===== src/rtl/modexp_pkg.sv =====
// Package for the modular exponentiation block: stream widths, the sequencer
// state type and the status struct of the bit-serial modular multiplier.
// No dependencies.
package modexp_pkg;

  localparam int unsigned BaseW   = 32;
  localparam int unsigned ExpW    = 64;
  localparam int unsigned ModW    = 32;
  localparam int unsigned ResultW = 32;
  localparam int unsigned InDataW = BaseW + ExpW + ModW;
  localparam int unsigned OutDataW = ResultW;

  typedef enum logic [2:0] {
    ST_IDLE,
    ST_REDUCE,
    ST_STEP,
    ST_MUL,
    ST_SQR,
    ST_DONE
  } modexp_state_e;

  typedef struct packed {
    logic busy;
    logic done;
  } mm_status_t;

endpackage


===== src/rtl/modular_exponentiation.sv =====
// Top level of the modular exponentiation block: stream ports, sequencer and
// result register. Depends on modexp_pkg and modexp_mulmod.
//
// Computes base_value to the power exponent modulo modulus by right-to-left
// square-and-multiply, one request at a time. All arithmetic goes through a
// single bit-serial modular multiplier that handles one multiplier bit per
// cycle, over NB = max(WIDTH, 32) bits per multiplication. The base is first
// reduced with one such pass; then each of the EXP_WIDTH exponent bits costs
// a decision step, one squaring and, for a one bit, one more multiplication.
// A zero modulus skips the arithmetic and is answered with the zero_modulus
// flag set. Only the low WIDTH bits of the modulus (at most 32) and the low
// EXP_WIDTH bits of the exponent are used. The result sits in an output
// register, and a new request is taken once the previous result has been
// handed to that register.
module modular_exponentiation import modexp_pkg::*; #(
  parameter int WIDTH     = 32,
  parameter int EXP_WIDTH = 64
) (
  input  logic                clk_i,
  input  logic                rst_ni,
  input  logic                s_axis_tvalid,
  output logic                s_axis_tready,
  // base_value [31:0], exponent [95:32], modulus [127:96]
  input  logic [InDataW-1:0]  s_axis_tdata,
  output logic                m_axis_tvalid,
  input  logic                m_axis_tready,
  // power_result [31:0]
  output logic [OutDataW-1:0] m_axis_tdata,
  // zero_modulus [0]
  output logic [0:0]          m_axis_tuser
);

  localparam int NbW  = (WIDTH > 32) ? WIDTH : 32;
  localparam int MW   = (WIDTH < 32) ? WIDTH : 32;
  localparam int ECntW = $clog2(EXP_WIDTH + 1);

  modexp_state_e        state_q, state_d;
  logic [WIDTH-1:0]     m_q, res_q, base_q;
  logic [EXP_WIDTH-1:0] e_q;
  logic [ECntW-1:0]     ecnt_q;
  logic                 err_q;
  logic                 out_valid_q;
  logic [ResultW-1:0]   out_data_q;
  logic                 out_err_q;

  logic                 in_fire;
  logic [WIDTH-1:0]     in_mod;
  logic [WIDTH-1:0]     one_mod;
  logic                 out_free;
  logic                 mm_start;
  logic [WIDTH-1:0]     mm_a, mm_b;
  logic [WIDTH-1:0]     mm_m;
  logic [NbW-1:0]       mm_b_wide;
  mm_status_t           mm_stat;
  logic [WIDTH-1:0]     mm_prod;

  assign in_mod   = WIDTH'(s_axis_tdata[BaseW+ExpW +: MW]);
  assign one_mod  = (in_mod == WIDTH'(1)) ? '0 : WIDTH'(1);
  assign in_fire  = s_axis_tvalid && s_axis_tready;
  assign out_free = !out_valid_q || m_axis_tready;
  assign s_axis_tready = (state_q == ST_IDLE);
  assign mm_m     = (state_q == ST_IDLE) ? in_mod : m_q;

  always_comb begin
    state_d   = state_q;
    mm_start  = 1'b0;
    mm_a      = base_q;
    mm_b      = base_q;
    mm_b_wide = NbW'(mm_b);
    case (state_q)
      ST_IDLE: begin
        if (in_fire) begin
          if (in_mod == '0) begin
            state_d = ST_DONE;
          end else begin
            state_d   = ST_REDUCE;
            mm_start  = 1'b1;
            mm_a      = one_mod;
            mm_b_wide = NbW'(s_axis_tdata[BaseW-1:0]);
          end
        end
      end
      ST_REDUCE: begin
        if (mm_stat.done) begin
          state_d = ST_STEP;
        end
      end
      ST_STEP: begin
        if (ecnt_q == '0) begin
          state_d = ST_DONE;
        end else if (e_q[0]) begin
          state_d   = ST_MUL;
          mm_start  = 1'b1;
          mm_a      = res_q;
          mm_b_wide = NbW'(base_q);
        end else begin
          state_d  = ST_SQR;
          mm_start = 1'b1;
        end
      end
      ST_MUL: begin
        if (mm_stat.done) begin
          state_d  = ST_SQR;
          mm_start = 1'b1;
        end
      end
      ST_SQR: begin
        if (mm_stat.done) begin
          state_d = ST_STEP;
        end
      end
      ST_DONE: begin
        if (out_free) begin
          state_d = ST_IDLE;
        end
      end
      default: begin
        state_d = ST_IDLE;
      end
    endcase
  end

  always_ff @(posedge clk_i or negedge rst_ni) begin
    if (!rst_ni) begin
      state_q     <= ST_IDLE;
      out_valid_q <= 1'b0;
    end else begin
      state_q <= state_d;
      if (state_q == ST_DONE && out_free) begin
        out_valid_q <= 1'b1;
      end else if (m_axis_tready) begin
        out_valid_q <= 1'b0;
      end
    end
  end

  always_ff @(posedge clk_i) begin
    case (state_q)
      ST_IDLE: begin
        m_q    <= in_mod;
        e_q    <= s_axis_tdata[BaseW +: EXP_WIDTH];
        ecnt_q <= ECntW'(EXP_WIDTH);
        res_q  <= one_mod;
        err_q  <= (in_mod == '0);
      end
      ST_REDUCE: begin
        if (mm_stat.done) begin
          base_q <= mm_prod;
        end
      end
      ST_MUL: begin
        if (mm_stat.done) begin
          res_q <= mm_prod;
        end
      end
      ST_SQR: begin
        if (mm_stat.done) begin
          base_q <= mm_prod;
          e_q    <= e_q >> 1;
          ecnt_q <= ecnt_q - ECntW'(1);
        end
      end
      ST_DONE: begin
        if (out_free) begin
          out_data_q <= err_q ? '0 : ResultW'(res_q);
          out_err_q  <= err_q;
        end
      end
      default: begin
      end
    endcase
  end

  modexp_mulmod #(
    .WIDTH    (WIDTH),
    .NB_WIDTH (NbW)
  ) u_mulmod (
    .clk_i    (clk_i),
    .rst_ni   (rst_ni),
    .start_i  (mm_start),
    .a_i      (mm_a),
    .b_i      (mm_b_wide),
    .m_i      (mm_m),
    .status_o (mm_stat),
    .prod_o   (mm_prod)
  );

  assign m_axis_tvalid   = out_valid_q;
  assign m_axis_tdata    = out_data_q;
  assign m_axis_tuser[0] = out_err_q;

  a_done_in_mul_state: assert property (@(posedge clk_i) disable iff (!rst_ni)
    mm_stat.done |-> (state_q == ST_REDUCE || state_q == ST_MUL || state_q == ST_SQR))
    else $error("Multiplier finished outside a multiplication state.");

  a_operands_reduced: assert property (@(posedge clk_i) disable iff (!rst_ni)
    (state_q == ST_STEP) |-> (res_q < m_q && base_q < m_q))
    else $error("Running values not reduced below the modulus.");

  a_error_gives_zero: assert property (@(posedge clk_i) disable iff (!rst_ni)
    (m_axis_tvalid && m_axis_tuser[0]) |-> (m_axis_tdata == '0))
    else $error("Zero modulus result is not zero.");

  a_request_starts_work: assert property (@(posedge clk_i) disable iff (!rst_ni)
    in_fire |=> (state_q != ST_IDLE))
    else $error("Accepted request did not start the sequencer.");

endmodule


===== src/rtl/modexp_mulmod.sv =====
// Bit-serial modular multiplier: one multiplier bit per cycle, MSB first.
// Depends on modexp_pkg for the status struct.
module modexp_mulmod import modexp_pkg::*; #(
  parameter int WIDTH    = 32,
  parameter int NB_WIDTH = 32
) (
  input  logic                clk_i,
  input  logic                rst_ni,
  input  logic                start_i,
  input  logic [WIDTH-1:0]    a_i,
  input  logic [NB_WIDTH-1:0] b_i,
  input  logic [WIDTH-1:0]    m_i,
  output mm_status_t          status_o,
  output logic [WIDTH-1:0]    prod_o
);

  localparam int CntW = $clog2(NB_WIDTH + 1);

  logic                busy_q, busy_d;
  logic                done_q, done_d;
  logic [CntW-1:0]     cnt_q, cnt_d;
  logic [WIDTH-1:0]    acc_q, acc_d;
  logic [WIDTH-1:0]    a_q, a_d;
  logic [WIDTH-1:0]    m_q, m_d;
  logic [NB_WIDTH-1:0] b_q, b_d;
  logic [WIDTH+1:0]    sum, m1, m2;

  always_comb begin
    m1 = {2'b00, m_q};
    m2 = {1'b0, m_q, 1'b0};
    sum = {1'b0, acc_q, 1'b0} + (b_q[NB_WIDTH-1] ? {2'b00, a_q} : '0);
    busy_d = busy_q;
    done_d = 1'b0;
    cnt_d  = cnt_q;
    acc_d  = acc_q;
    a_d    = a_q;
    m_d    = m_q;
    b_d    = b_q;
    if (start_i) begin
      busy_d = 1'b1;
      cnt_d  = CntW'(NB_WIDTH);
      acc_d  = '0;
      a_d    = a_i;
      m_d    = m_i;
      b_d    = b_i;
    end else if (busy_q) begin
      // The doubled accumulator plus the addend stays below three times the modulus.
      if (sum >= m2) begin
        acc_d = WIDTH'(sum - m2);
      end else if (sum >= m1) begin
        acc_d = WIDTH'(sum - m1);
      end else begin
        acc_d = WIDTH'(sum);
      end
      b_d   = {b_q[NB_WIDTH-2:0], 1'b0};
      cnt_d = cnt_q - CntW'(1);
      if (cnt_q == CntW'(1)) begin
        busy_d = 1'b0;
        done_d = 1'b1;
      end
    end
  end

  always_ff @(posedge clk_i or negedge rst_ni) begin
    if (!rst_ni) begin
      busy_q <= 1'b0;
      done_q <= 1'b0;
      cnt_q  <= '0;
    end else begin
      busy_q <= busy_d;
      done_q <= done_d;
      cnt_q  <= cnt_d;
    end
  end

  always_ff @(posedge clk_i) begin
    acc_q <= acc_d;
    a_q   <= a_d;
    m_q   <= m_d;
    b_q   <= b_d;
  end

  assign status_o.busy = busy_q;
  assign status_o.done = done_q;
  assign prod_o        = acc_q;

  a_start_idle: assert property (@(posedge clk_i) disable iff (!rst_ni)
    start_i |-> !busy_q)
    else $error("Multiplier started while busy.");

  a_acc_reduced: assert property (@(posedge clk_i) disable iff (!rst_ni)
    busy_q |-> acc_q < m_q)
    else $error("Accumulator not reduced below the modulus.");

  a_done_after_busy: assert property (@(posedge clk_i) disable iff (!rst_ni)
    done_q |-> !busy_q && $past(busy_q))
    else $error("Done flagged without a finished multiplication.");

endmodule

===== config.mk =====
export PLATFORM = sky130hd
export DESIGN_NAME = modular_exponentiation
export DESIGN_NICKNAME = d
export VERILOG_FILES = /design/src/rtl/modexp_pkg.sv /design/src/rtl/modular_exponentiation.sv /design/src/rtl/modexp_mulmod.sv
export SDC_FILE = /design/constraint.sdc
export NUM_CORES = 1
export LEC_CHECK = 0
export BUFFER_PORTS_ARGS = -buffer_cell sky130_fd_sc_hd__buf_2
export CORE_MARGIN = 10
export CORE_UTILIZATION = 30
export DETAILED_ROUTE_END_ITERATION = 10
export GPL_TIMING_DRIVEN = 0
export PLACE_DENSITY = 0.43
export SYNTH_ARGS = -nofsm -noshare
export SYNTH_HDL_FRONTEND = slang
export SYNTH_HIERARCHICAL = 1
export SYNTH_SLANG_ARGS = --single-unit

===== constraint.sdc =====
create_clock -name clk_i -period 8.9 [get_ports clk_i]
set_clock_uncertainty 0.15 [all_clocks]
set_input_delay 1.335 -clock clk_i [delete_from_list [all_inputs] [get_ports clk_i]]
set_output_delay 1.335 -clock clk_i [all_outputs]
set_load 0.01 [all_outputs]

After elaboration in Yosys (flattened, before gate mapping)

Cells that the tools add are included.

Add/sub/neg operators: 5
Magnitude comparators: 2
Equal/unequal tests: 12
Mux-type cells: 44
Reduce and logical (&&, ||, !) cells: 17

Operators by type and width:

| operator            | number |
|---|---|
| $mux 32             | 14 |
| $pmux 32 s2         | 2 |
| $pmux 64 s2         | 1 |
| $mux 64             | 1 |
| $sub 32x32->32      | 2 |
| $add 33x32->34      | 1 |
| $ge 34x32->1        | 1 |
| $ge 34x33->1        | 1 |
| $eq 32x1->1 const B | 1 |
| $logic_not 32->1    | 1 |
| $mux 3              | 7 |
| $pmux 3 s5          | 1 |
| $pmux 7 s2          | 1 |
| $mux 1              | 13 |
| $mux 6              | 2 |
| $ne 2x1->1 const B  | 4 |
| $reduce_and 2->1    | 4 |
| $reduce_bool 2->1   | 4 |
| $logic_not 7->1     | 1 |
| $mux 7              | 1 |
| $sub 7x1->7 const B | 1 |
| $eq 3x2->1 const B  | 2 |
| $eq 3x3->1 const B  | 2 |
| $eq 6x1->1 const B  | 1 |
| 10 further kinds    | 11 |

Flip-flop bits (word level): 341
Output and inout port bits: 35

Longest topological paths before layout

Gate-level depths: netlist of the first run.

Depth in word-level cells: 5
Mapped depth: 24
Gate-level depth less buffers: 22

Modules after synthesis

The synthesis of the first run kept the hierarchy.

By module, submodules not included:

| module                 | times used | cells each | area each (sq um) |
|---|---|---|---|
| modexp_mulmod          | 1          | 1,156      | 10,851.7 |
| modular_exponentiation | 1          | 737        | 8,728.4 |

Worst setup path before layout of the first run

Ideal clock, no wire load.

Path type: register to register
Start: register ecnt_q[0]
End: register u_mulmod.b_q[0], enable pin
Setup time: 0.387 ns
Arrival: 6.970 ns
Required time: 8.363 ns
Setup slack: 1.394 ns
Cell stages (with the launch flop): 11
Buffers on the path: 2
Clock period less this slack: 7.506 ns
Cells stage by stage: edfxtp_1 -> inv_1 -> ha_1 -> or3b_1 -> buf_2 -> or4_4 -> nor2_1 -> o21ai_0 -> clkbuf_1 -> nor2_1 -> inv_1

Cells in the longest elaborated chain, start to end: 4

Ends and longest elaborated chain:

| what                        | line                          | source |
|---|---|---|
| from (decl)                 | modular_exponentiation.sv:40  | `logic [ECntW-1:0] ecnt_q;` |
| from (signal assigned)      | modular_exponentiation.sv:142 | `ecnt_q <= ECntW'(EXP_WIDTH);` |
| from (signal assigned)      | modular_exponentiation.sv:160 | `ecnt_q <= ecnt_q - ECntW'(1);` |
| $logic_not 7->1             | modular_exponentiation.sv:89  | `if (ecnt_q == '0) begin` |
| $mux 1                      | modular_exponentiation.sv:89  |  |
| $pmux 1 s3                  | modular_exponentiation.sv:70  | `case (state_q)` |
| named net mm_start          | modular_exponentiation.sv:50  | `logic mm_start;` |
| $reduce_bool 2->1 (no line) | --                            |  |
| to (signal assigned)        | modexp_mulmod.sv:80           | `b_q <= b_d;` |
| to (decl)                   | modexp_mulmod.sv:25           | `logic [NB_WIDTH-1:0] b_q, b_d;` |

The timed path passes the listed nets, and every way through them passes these cells.
A chain may end at the register's enable or synchronous reset.

Final worst setup path of the first run

Start: register u_mulmod.b_q[31]
End: register u_mulmod.acc_q[29] (netlist: u_mulmod/prod_o[29])

Cells in the longest elaborated chain, start to end: 5
Elaborated cells between the ends (all ways): 8
Classes of those cells: 3 x add/sub; 2 x order compare; 3 x mux

Ends and longest elaborated chain:

| what                                                  | line                                     | source |
|---|---|---|
| $mux 32 *                                             | modexp_mulmod.sv:31                      | `sum = {1'b0, acc_q, 1'b0} + (b_q[NB_WIDTH-1] ? {2'b00, a_q} : '0);` |
| $add 33x32->34 *                                      | modexp_mulmod.sv:31                      |  |
| $sub 32x32->32 / $ge 34x32->1 (equally long branches) | modexp_mulmod.sv:51, modexp_mulmod.sv:50 |  |
| $mux 32                                               | modexp_mulmod.sv:50                      | `end else if (sum >= m1) begin` |
| $mux 32 *                                             | modexp_mulmod.sv:48                      | `if (sum >= m2) begin` |
| to (signal assigned)                                  | modexp_mulmod.sv:77                      | `acc_q <= acc_d;` |
| to (decl)                                             | modexp_mulmod.sv:22                      | `logic [WIDTH-1:0] acc_q, acc_d;` |

Mark *: on every way between the ends. The rest lies on a longest branch, timed or not.

==> results of run 1 <==
-- worst max-delay path, delay by kind of cell (launching register included) --
family / cells / cell delay, ps
AO/OA/AOI/OAI: 10 / 3500
flip-flops: 1 / 500
buffers and inverters: 3 / 890
XOR/XNOR: 1 / 460
adder cells (fa/ha/maj): 2 / 630
AND/OR/NAND/NOR: 7 / 1460
-- placed cells by master, fill, tap and decap left out, drive strengths merged, types with 15 or more instances in the layout --
cell type and n:
clkbuf 116, a21oi 77, inv 77, a21o 42, xnor2 61, edfxtp 265, nand3 31, nand2 313
nor4 15, nor2 99, mux2 96, xor2 22, and2 37, o211ai 20, ha 98, o21ai 103
o21a 20, and3 46, dfxtp 64, nand4 18, a211oi 22, nor3 28, nor2b 45, buf 200
a31oi 18
-- final cells by class --
| class | instances | area, um^2 | share of cell area, % |
|---|---|---|---|
| buffer | 84 | 366.6 | 1.587 |
| sequential | 341 | 9539 | 41.29 |
| tap | 855 | 1070 | 4.630 |
| clock buffer | 56 | 1125 | 4.869 |
| inverter | 74 | 277.8 | 1.202 |
| clock inverter | 22 | 270.3 | 1.170 |
| timing repair buffer | 176 | 1020 | 4.414 |
| multi-input combinational | 1393 | 9435 | 40.84 |
-- worst min path at each step --
stage / slack (ps) / to / cells after the start
6_report: 320 / m_q[7]$_DFF_P_ / 1
2_1_floorplan: 270 / base_q[31]$_DFFE_PP_ / 0
3_5_place_dp: 310 / m_q[31]$_DFF_P_ / 1
4_1_cts: 330 / m_q[25]$_DFF_P_ / 1
5_1_grt: 330 / m_q[25]$_DFF_P_ / 1
3_3_place_gp: 310 / m_q[0]$_DFF_P_ / 1
-- per-layer routing --
layer	wire [um]	global-route usage [%]	vias up
met3	2933	2.510	92
met1	29080	21.92	7163
li1	-	-	7403
met4	1843	5.393	0
met5	0	0	-
met2	28070	25.48	342
-- stage by stage --
stage                     setup slack, ps  TNS [ps]  utilization [%]
after global routing                895.1         0            35.77
final                                1177         0            35.77
after floorplan                      1394         0                -
after global placement              -3130   -327700            33.25
after CTS                            1141         0            35.77
after detailed placement             1178         0            33.61
-- sequential cells by signal, summed over array words and instances (netlist names), 3 cells and up --
name             count
m_q                 32
u_mulmod/a_q        32
base_q              32
u_mulmod/cnt_q       6
ecnt_q               7
state_q              3
u_mulmod/prod_o     32
u_mulmod/b_q        32
res_q               32
m_axis_tdata        32
e_q                 64
u_mulmod/m_q        32
==> metrics.md, run 1 <==
| Metric | Value |
|---|---|
| Outcome | `completed` |
| Placed instance area | `21710 um^2` |
| Largest net degree at the start of global routing | `33` |
| Initial Util | `30.31%` |
| CTS resizes | `0` |
| Slowest stage cell, crit path | `a311oi_1` |
| CTS tree | `built` |
| GRT Util Overall | `16.04%` |
| Slew headroom | `28.26%` |
| # IOs | `167` |
| Worst hold margin | `320.2 ps` |
| CP max stage delay | `700 ps` |
| Layout cells sized above 1 | `18.59%` |
| CTS Hold Buffers Added | `0` |
| Ant. Diodes | `0` |
| Area added between synthesis and finish | `18.04%` |
| Flop-to-flop setup slack | `1180 ps` |
| Deepest clock path buffer count | `3` |
| Syn Std Cell Area | `19570 um^2` |
| Post-Route WL | `61.92 mm` |
| Die X | `275.4 um` |
| Clock Sinks | `341` |
| Reg clk slew, reported paths | `60 ps` |
| Final period utilization | `86.78%` |
| Number of H-tree levels | `2` |
| DRT antenna net count | `0` |
| # Max-Cap Violations | `0` |
| Critical Path RT | `9200 ps` |
| Layout Cells excl Fill | `3001` |
| Critical path fanouts, max | `10` |
| Post-CTS setup buffer count | `0` |
| Min-delay src | `m_q[7]$_DFF_P_` |
| Initial antenna violation count | `1` |
| Type of origin of the critical path | `flip-flop` |
| Chip Height | `275.4 um` |
| Synth Area per Inst | `10.34 um^2` |
| DR vias | `15000` |
| YS warnings | `6` |
| CP Capture Type | `flip-flop` |
| Cell Rows | `93` |
| Number of global-route vias before repair | `15170` |
| Final HPWL DP | `49.01 mm` |
| Nets | `2346` |
| CP Launch Point | `u_mulmod/b_q[31]$_DFFE_PP_` |
| Avg WL per Cell | `20.63 um` |
| Final Hold Fails | `0` |
| Design Area, Final | `23100 um^2` |
| Worst Hold Class | `reg2reg` |
| RSZ-0062 raised after global routing | `false` |
| Count of final setup violators | `0` |
| Max Slew Vio Count | `0` |
| Root Buffer | `clkbuf_16` |
| Measured slew at the worst slew-check pin | `1063 ps` |
| Vias per inst | `4.998` |
| First-pass GRT wire length | `93.05 mm` |
| Fill cells | `6589` |
| Peak Freq | `0.1295 GHz` |
| Worst-skew pair later-pin latency | `560 ps` |
| I/O Buffers | `166` |
| Min Tclk post-route | `7723 ps` |
| CORE AREA | `64580 um^2` |
| Cell breakdown of the critical path | `clkbuf_1, nand2_1, inv_1, ha_1, a211oi_1, o211ai_1, and3_1, a311oi_2, nor4_1, a2111oi_2, o221ai_1, xor2_1, ha_1, and4_1, and3_4, nor4bb_1, a221o_1, a221o_1, a311oi_1, buf_2, nand2_1, o31a_1, o221a_2` |
| CP arrival | `8020 ps` |
| DR iter-0 viols | `953` |
| Num CTS Buffers | `43` |
| GRT overflow | `0` |
| Syn Inst Count | `1892` |
| Initial DRT Pass Iterations | `5` |
| Final routed DRC violation total | `0` |
| Die Footprint | `75860 um^2` |
| Reg2reg start | `u_mulmod/b_q[31]$_DFFE_PP_` |
| Gpl congestion | `0.8910` |
| CP Class | `reg2reg` |
| Reg2Reg Depth | `23` |
| Placed Cells | `2923` |
| Post-Syn Nets | `2125` |
| CP endpoint | `u_mulmod/prod_o[29]$_SDFFE_PP0P_` |
| Critical R2R Capture | `u_mulmod/prod_o[29]$_SDFFE_PP0P_` |
Power of run 1 is not shown: default switching activity piles up to over one toggle a cycle in this logic, so the estimate is an artifact.
==> run 2, diff against run 1 <==
- CELL_PAD_IN_SITES_DETAIL_PLACEMENT: not set -> 0
- CELL_PAD_IN_SITES_GLOBAL_PLACEMENT: not set -> 1
- PLACE_DENSITY: 0.43 -> 0.52
==> metrics.md, run 2 (synthesis gave the netlist of run 1 again) <==
| Metric | Value |
|---|---|
| Post-Route WL | `63.46 mm (was 61.92 mm)` |
| Die X | `275.4 um (unchanged)` |
| Post-CTS setup buffer count | `0 (unchanged)` |
| Setup TNS Final | `0 ps (unchanged)` |
| Placed Cells | `2922 (was 2923)` |
| Final Util | `35.72% (was 35.77%)` |
| Layout cells sized above 1 | `18.67% (was 18.59%)` |
| Bufs and invs on worst path | `3 (unchanged)` |
| CP max stage delay | `610 ps (was 700 ps)` |
| Critical path fanouts, max | `10 (unchanged)` |
| Deepest clock path buffer count | `3 (unchanged)` |
| Reg clk slew, reported paths | `60 ps (about the same)` |
| Setup ws final | `1309 ps (was 1177 ps)` |
| CP arrival | `7900 ps (was 8020 ps)` |
| Max Slew Vio Count | `0 (unchanged)` |
| Chip Height | `275.4 um (unchanged)` |
| Met3 usage | `2.432% (was 2.510%)` |
| Number of global-route vias before repair | `15380 (was 15170)` |
| Measured slew at the worst slew-check pin | `1128 ps (was 1063 ps)` |
| Layout Cells excl Fill | `3001 (unchanged)` |
| Cell breakdown of the critical path | `clkbuf_1, nand2_1, inv_1, ha_1, a211oi_1, o211ai_1, and3_1, a311oi_2, nor4_1, a2111oi_2, o221ai_1, xor2_1, ha_1, and4_1, and3_4, nor4bb_1, a221o_1, a221o_1, a311oi_1, buf_2, nand2_1, o31a_1, o221a_2 (unchanged)` |
| Type of origin of the critical path | `flip-flop (unchanged)` |
| Root Buffer | `clkbuf_16 (unchanged)` |
| Multi-input gate area | `9435 um^2 (unchanged)` |
| Leading cell type in the layout, fill and taps excluded | `nand2_1 (unchanged)` |
| Area added between synthesis and finish | `17.87% (was 18.04%)` |
| CP Capture Type | `flip-flop (unchanged)` |
| Final Hold Fails | `0 (unchanged)` |
| Final HPWL DP | `49.84 mm (was 49.01 mm)` |
| Pre-CTS setup slack | `1189 ps (was 1178 ps)` |
| CTS Hold Buffers Added | `0 (unchanged)` |
| Max reg flops | `64 (unchanged)` |
| Met1 Use GR | `22.91% (was 21.92%)` |
| DR iter-0 viols | `1004 (was 953)` |
| Flop-to-flop setup slack | `1310 ps (was 1180 ps)` |
| # Max-Cap Violations | `0 (unchanged)` |
| Slew headroom | `24.15% (was 28.26%)` |
| Vias per inst | `5.055 (was 4.998)` |
| Number of H-tree levels | `2 (unchanged)` |
| Slowest stage cell, crit path | `a311oi_1 (unchanged)` |
| CTS resizes | `0 (unchanged)` |
| Initial DRT Pass Iterations | `5 (unchanged)` |
| Largest net degree at the start of global routing | `33 (unchanged)` |
| # IOs | `167 (unchanged)` |
| Count of final setup violators | `0 (unchanged)` |
| Fill cells | `6684 (was 6589)` |
| DRT antenna net count | `0 (unchanged)` |
| GRT Util Overall | `16.42% (was 16.04%)` |
| Final routed DRC violation total | `0 (unchanged)` |
| Worst-skew pair later-pin latency | `580 ps (was 560 ps)` |
| Num CTS Buffers | `41 (was 43)` |
| Grt met2 use | `25.88% (was 25.48%)` |
| Die Footprint | `75860 um^2 (unchanged)` |
| Clock Sinks | `341 (unchanged)` |
| Cell Rows | `93 (unchanged)` |
| Top reg by flops | `e_q (unchanged)` |
| Peak Freq | `0.1317 GHz (was 0.1295 GHz)` |
| Register area | `9539 um^2 (unchanged)` |
| Final period utilization | `85.29% (was 86.78%)` |
| Critical Path RT | `9210 ps (was 9200 ps)` |
| Top Family by Delay on Critical Path | `compound AO/OA/AOI/OAI gates (unchanged)` |
| Nets | `2343 (was 2346)` |
| CTS tree | `built (unchanged)` |
| Worst Hold Class | `reg2reg (unchanged)` |
| GRT overflow | `0 (unchanged)` |
| CP Class | `reg2reg (unchanged)` |
| Min Tclk post-route | `7591 ps (was 7723 ps)` |
| Initial Util | `30.31% (unchanged)` |
| I/O Buffers | `166 (unchanged)` |
| Most frequent cells in the layout | `311 x nand2_1, 265 x edfxtp_1, 179 x buf_2 (unchanged)` |
| Busiest grt layer | `met2 (unchanged)` |
| Initial antenna violation count | `1 (unchanged)` |
| DR vias | `15170 (was 15000)` |
| CORE AREA | `64580 um^2 (unchanged)` |
| Outcome | `completed (unchanged)` |
| RSZ-0062 raised after global routing | `false (unchanged)` |
| Gpl congestion | `0.8843 (was 0.8910)` |
| First-pass GRT wire length | `94.67 mm (was 93.05 mm)` |
| Avg WL per Cell | `21.15 um (was 20.63 um)` |
[run 2: metal layers]
metal	part of all wire (%)	up-vias
met4	2.5	0
met5	0	-
li1	-	7429
met1	48	7306
met3	4.5	81
met2	45	354
[run 2: metrics by stage]
| step | cell area (um^2) | hold WS [ps] |
|---|---|---|
| 3_3_place_gp | 21470 | 305.5 |
| 2_1_floorplan | 19570 | 270.6 |
| 3_5_place_dp | 21680 | 311.8 |
| 6_report | 23070 | 322.7 |
| 5_1_grt | 23070 | 332.6 |
| 4_1_cts | 23060 | 326.5 |
[run 2: final timing paths]
path / end / from / depth (start not counted)
max in group asynchronous: state_q[0]$_DFFE_PN0P_ / rst_ni / 1
min in group asynchronous: u_mulmod/busy_q$_DFF_PN0_ / rst_ni / 1
setup reg to reg: u_mulmod/prod_o[29]$_SDFFE_PP0P_ / u_mulmod/b_q[31]$_DFFE_PP_ / 23
hold reg to reg: m_q[29]$_DFF_P_ / m_q[29]$_DFF_P_ / 1
setup / recovery: u_mulmod/prod_o[29]$_SDFFE_PP0P_ / u_mulmod/b_q[31]$_DFFE_PP_ / 23
hold / removal: m_q[29]$_DFF_P_ / m_q[29]$_DFF_P_ / 1
[run 2: area by class of cell]
cell class                 count  area share (%)
antenna                        3         0.03254
tap                          855           4.637
clock inverter                23           1.085
buffer                        84           1.589
inverter                      74           1.204
timing repair buffer         175           4.301
clock buffer                  53           4.908
multi-input combinational   1393           40.90
sequential                   341           41.35
Power of run 2 is left out for the same reason.
==> run 3, diff against run 2 <==
- PLACE_DENSITY: 0.52 -> 0.54
- clock period: 8.9 -> 6.08 ns (I/O delays scaled with it)
==> metrics.md, run 3 (synthesis gave the netlist of run 1 again) <==
| Metric | Value |
|---|---|
| Layout Cells excl Fill | `3032 (was 3001)` |
| Chip Height | `275.4 um (unchanged)` |
| Initial Util | `30.31% (unchanged)` |
| DRT antenna net count | `0 (unchanged)` |
| CP Class | `reg2reg (unchanged)` |
| Die X | `275.4 um (unchanged)` |
| Gpl congestion | `0.8754 (was 0.8843)` |
| Avg WL per Cell | `21.21 um (was 21.15 um)` |
| CP arrival | `6310 ps (was 7900 ps)` |
| Post-Route WL | `64.29 mm (was 63.46 mm)` |
| Reg2reg start | `u_mulmod/b_q[31]$_DFFE_PP_ (unchanged)` |
| Setup ws final | `110.8 ps (was 1309 ps)` |
| Cell breakdown of the critical path | `buf_6, buf_8, and2_4, ha_4, a21o_4, or4_4, a311oi_4, nor4_2, a2111oi_2, buf_4, o221ai_4, xor2_4, ha_4, and4_4, and3_4, nor4bb_4, a221o_1, a221o_1, a311o_1, buf_6, nor2_4, buf_12, o211ai_1, a21oi_1 (was clkbuf_1, nand2_1, inv_1, ha_1, a211oi_1, o211ai_1, and3_1, a311oi_2, nor4_1, a2111oi_2, o221ai_1, xor2_1, ha_1, and4_1, and3_4, nor4bb_1, a221o_1, a221o_1, a311oi_1, buf_2, nand2_1, o31a_1, o221a_2)` |
| GRT Util Overall | `16.59% (was 16.42%)` |
| Max Slew Vio Count | `0 (unchanged)` |
| Final period utilization | `98.18% (was 85.29%)` |
| Pre-CTS setup slack | `-1644 ps (was 1189 ps)` |
| Deepest clock path buffer count | `3 (unchanged)` |
| Measured slew at the worst slew-check pin | `1130 ps (was 1128 ps)` |
| Final routed DRC violation total | `0 (unchanged)` |
| GRT overflow | `0 (unchanged)` |
| CP max stage delay | `550 ps (was 610 ps)` |
| Initial antenna violation count | `1 (unchanged)` |
| DR vias | `15130 (was 15170)` |
| Nets | `2378 (was 2343)` |
| Initial DRT Pass Iterations | `5 (unchanged)` |
| Top reg by flops | `e_q (unchanged)` |
| Flop-to-flop setup slack | `110 ps (was 1310 ps)` |
| CTS tree | `built (unchanged)` |
| Final HPWL DP | `50.04 mm (was 49.84 mm)` |
| Ant. Diodes | `0 (was 3)` |
| Final Util | `37.45% (was 35.72%)` |
| Fill cells | `6550 (was 6684)` |
| Critical R2R Capture | `u_mulmod/prod_o[7]$_SDFFE_PP0P_ (was u_mulmod/prod_o[29]$_SDFFE_PP0P_)` |
| First-pass GRT wire length | `95.85 mm (was 94.67 mm)` |
| # IOs | `167 (unchanged)` |
| Placed instance area | `21740 um^2 (was 21680 um^2)` |
| Largest net degree at the start of global routing | `33 (unchanged)` |
| Root Buffer | `clkbuf_16 (unchanged)` |
| RSZ-0062 raised after global routing | `true (was false)` |
| Clock Sinks | `341 (unchanged)` |
| Count of final setup violators | `0 (unchanged)` |
| Reg2Reg Depth | `24 (was 23)` |
| Worst-skew pair later-pin latency | `580 ps (about the same)` |
| Critical Path RT | `6420 ps (was 9210 ps)` |
| # Max-Cap Violations | `0 (unchanged)` |
| Reg clk slew, reported paths | `60 ps (about the same)` |
| Layout cells sized above 1 | `23.47% (was 18.67%)` |
| Die Footprint | `75860 um^2 (unchanged)` |
| Type of origin of the critical path | `flip-flop (unchanged)` |
| Number of global-route vias before repair | `15560 (was 15380)` |
| Placed Cells | `2924 (was 2922)` |
| Leading cell type in the layout, fill and taps excluded | `nand2_1 (unchanged)` |
| Final Hold Fails | `0 (unchanged)` |
| Design Area, Final | `24180 um^2 (was 23070 um^2)` |
| Slowest stage cell, crit path | `or4_4 (was a311oi_1)` |
| Vias per inst | `4.990 (was 5.055)` |
| Min Tclk post-route | `5969 ps (was 7591 ps)` |
| Critical path fanouts, max | `7 (was 10)` |
| I/O Buffers | `166 (unchanged)` |
| Outcome | `completed (unchanged)` |
| Num CTS Buffers | `42 (was 41)` |
| CP Capture Type | `flip-flop (unchanged)` |
| Area added between synthesis and finish | `23.56% (was 17.87%)` |
| Most frequent cells in the layout | `309 x nand2_1, 265 x edfxtp_1, 178 x buf_2 (was 311 x nand2_1, 265 x edfxtp_1, 179 x buf_2)` |
| Peak Freq | `0.1675 GHz (was 0.1317 GHz)` |
| Max reg flops | `64 (unchanged)` |
| Worst Hold Class | `in2async (was reg2reg)` |
| DR iter-0 viols | `871 (was 1004)` |
| CORE AREA | `64580 um^2 (unchanged)` |
| Slew headroom | `24.04% (was 24.15%)` |
| Number of H-tree levels | `2 (unchanged)` |
| Cell Rows | `93 (unchanged)` |
## run 3: stage by stage
stage / TNS (ps) / hold slack [ps]
global route: -147.9 / 76.29
CTS: 0 / 55.45
global placement: -378490 / 305.9
detailed placement: -67490 / 312.1
floorplan: 0 / 270.6
finish: 0 / 80.11
## run 3: repair_timing
action                                  4_1_cts  5_1_grt
endpoints found under the setup margin       51       32
buffers inserted                             17       14
hold buffers                                  0        0
pin swaps                                    17       39
gates resized for setup                      61       61
cloned                                        0        3
## run 3: layer usage
metal  vias up  global-route usage [%]  wire length (um)
li1       7456                       -                 -
met1      7286                   22.64             30450
met2       312                   27.07             29740
met3        75                   2.596              2807
met4         0                   4.127              1306
met5         -                       0                 0
## run 3: how the worst max path moves through the flow
stage | start | end | cells after the start
6_report | u_mulmod/b_q[31]$_DFFE_PP_ | u_mulmod/prod_o[7]$_SDFFE_PP0P_ | 24
5_1_grt | u_mulmod/b_q[31]$_DFFE_PP_ | u_mulmod/prod_o[7]$_SDFFE_PP0P_ | 24
4_1_cts | u_mulmod/b_q[31]$_DFFE_PP_ | u_mulmod/prod_o[18]$_SDFFE_PP0P_ | 22
3_5_place_dp | u_mulmod/b_q[31]$_DFFE_PP_ | u_mulmod/prod_o[29]$_SDFFE_PP0P_ | 23
3_3_place_gp | state_q[2]$_DFFE_PN0P_ | u_mulmod/b_q[28]$_DFFE_PP_ | 7
2_1_floorplan | ecnt_q[0]$_SDFFCE_PN0P_ | u_mulmod/b_q[0]$_SDFFCE_PN0P_ | 10
## run 3: layout make-up
class	count	area (um^2)	area share (%)
Multi-Input combinational cell	1393	9967	41.21
Sequential cell	341	9539	39.45
Timing Repair Buffer	211	1379	5.702
Clock buffer	54	1191	4.925
Tap cell	855	1070	4.424
Buffer	82	420.4	1.738
Clock inverter	22	339.1	1.402
Inverter	74	277.8	1.149
## run 3: worst max-delay path: cells and delay by family, from the launching register on
kind / cells / cell delay [ps]
buffers and inverters: 5 / 780
xor gates and xnor gates: 1 / 240
adders and majority gates: 2 / 450
AOI/OAI and AO/OA: 9 / 2270
DFF: 1 / 410
and+or+nand+nor: 7 / 1550
Power of run 3 is left out for the same reason.
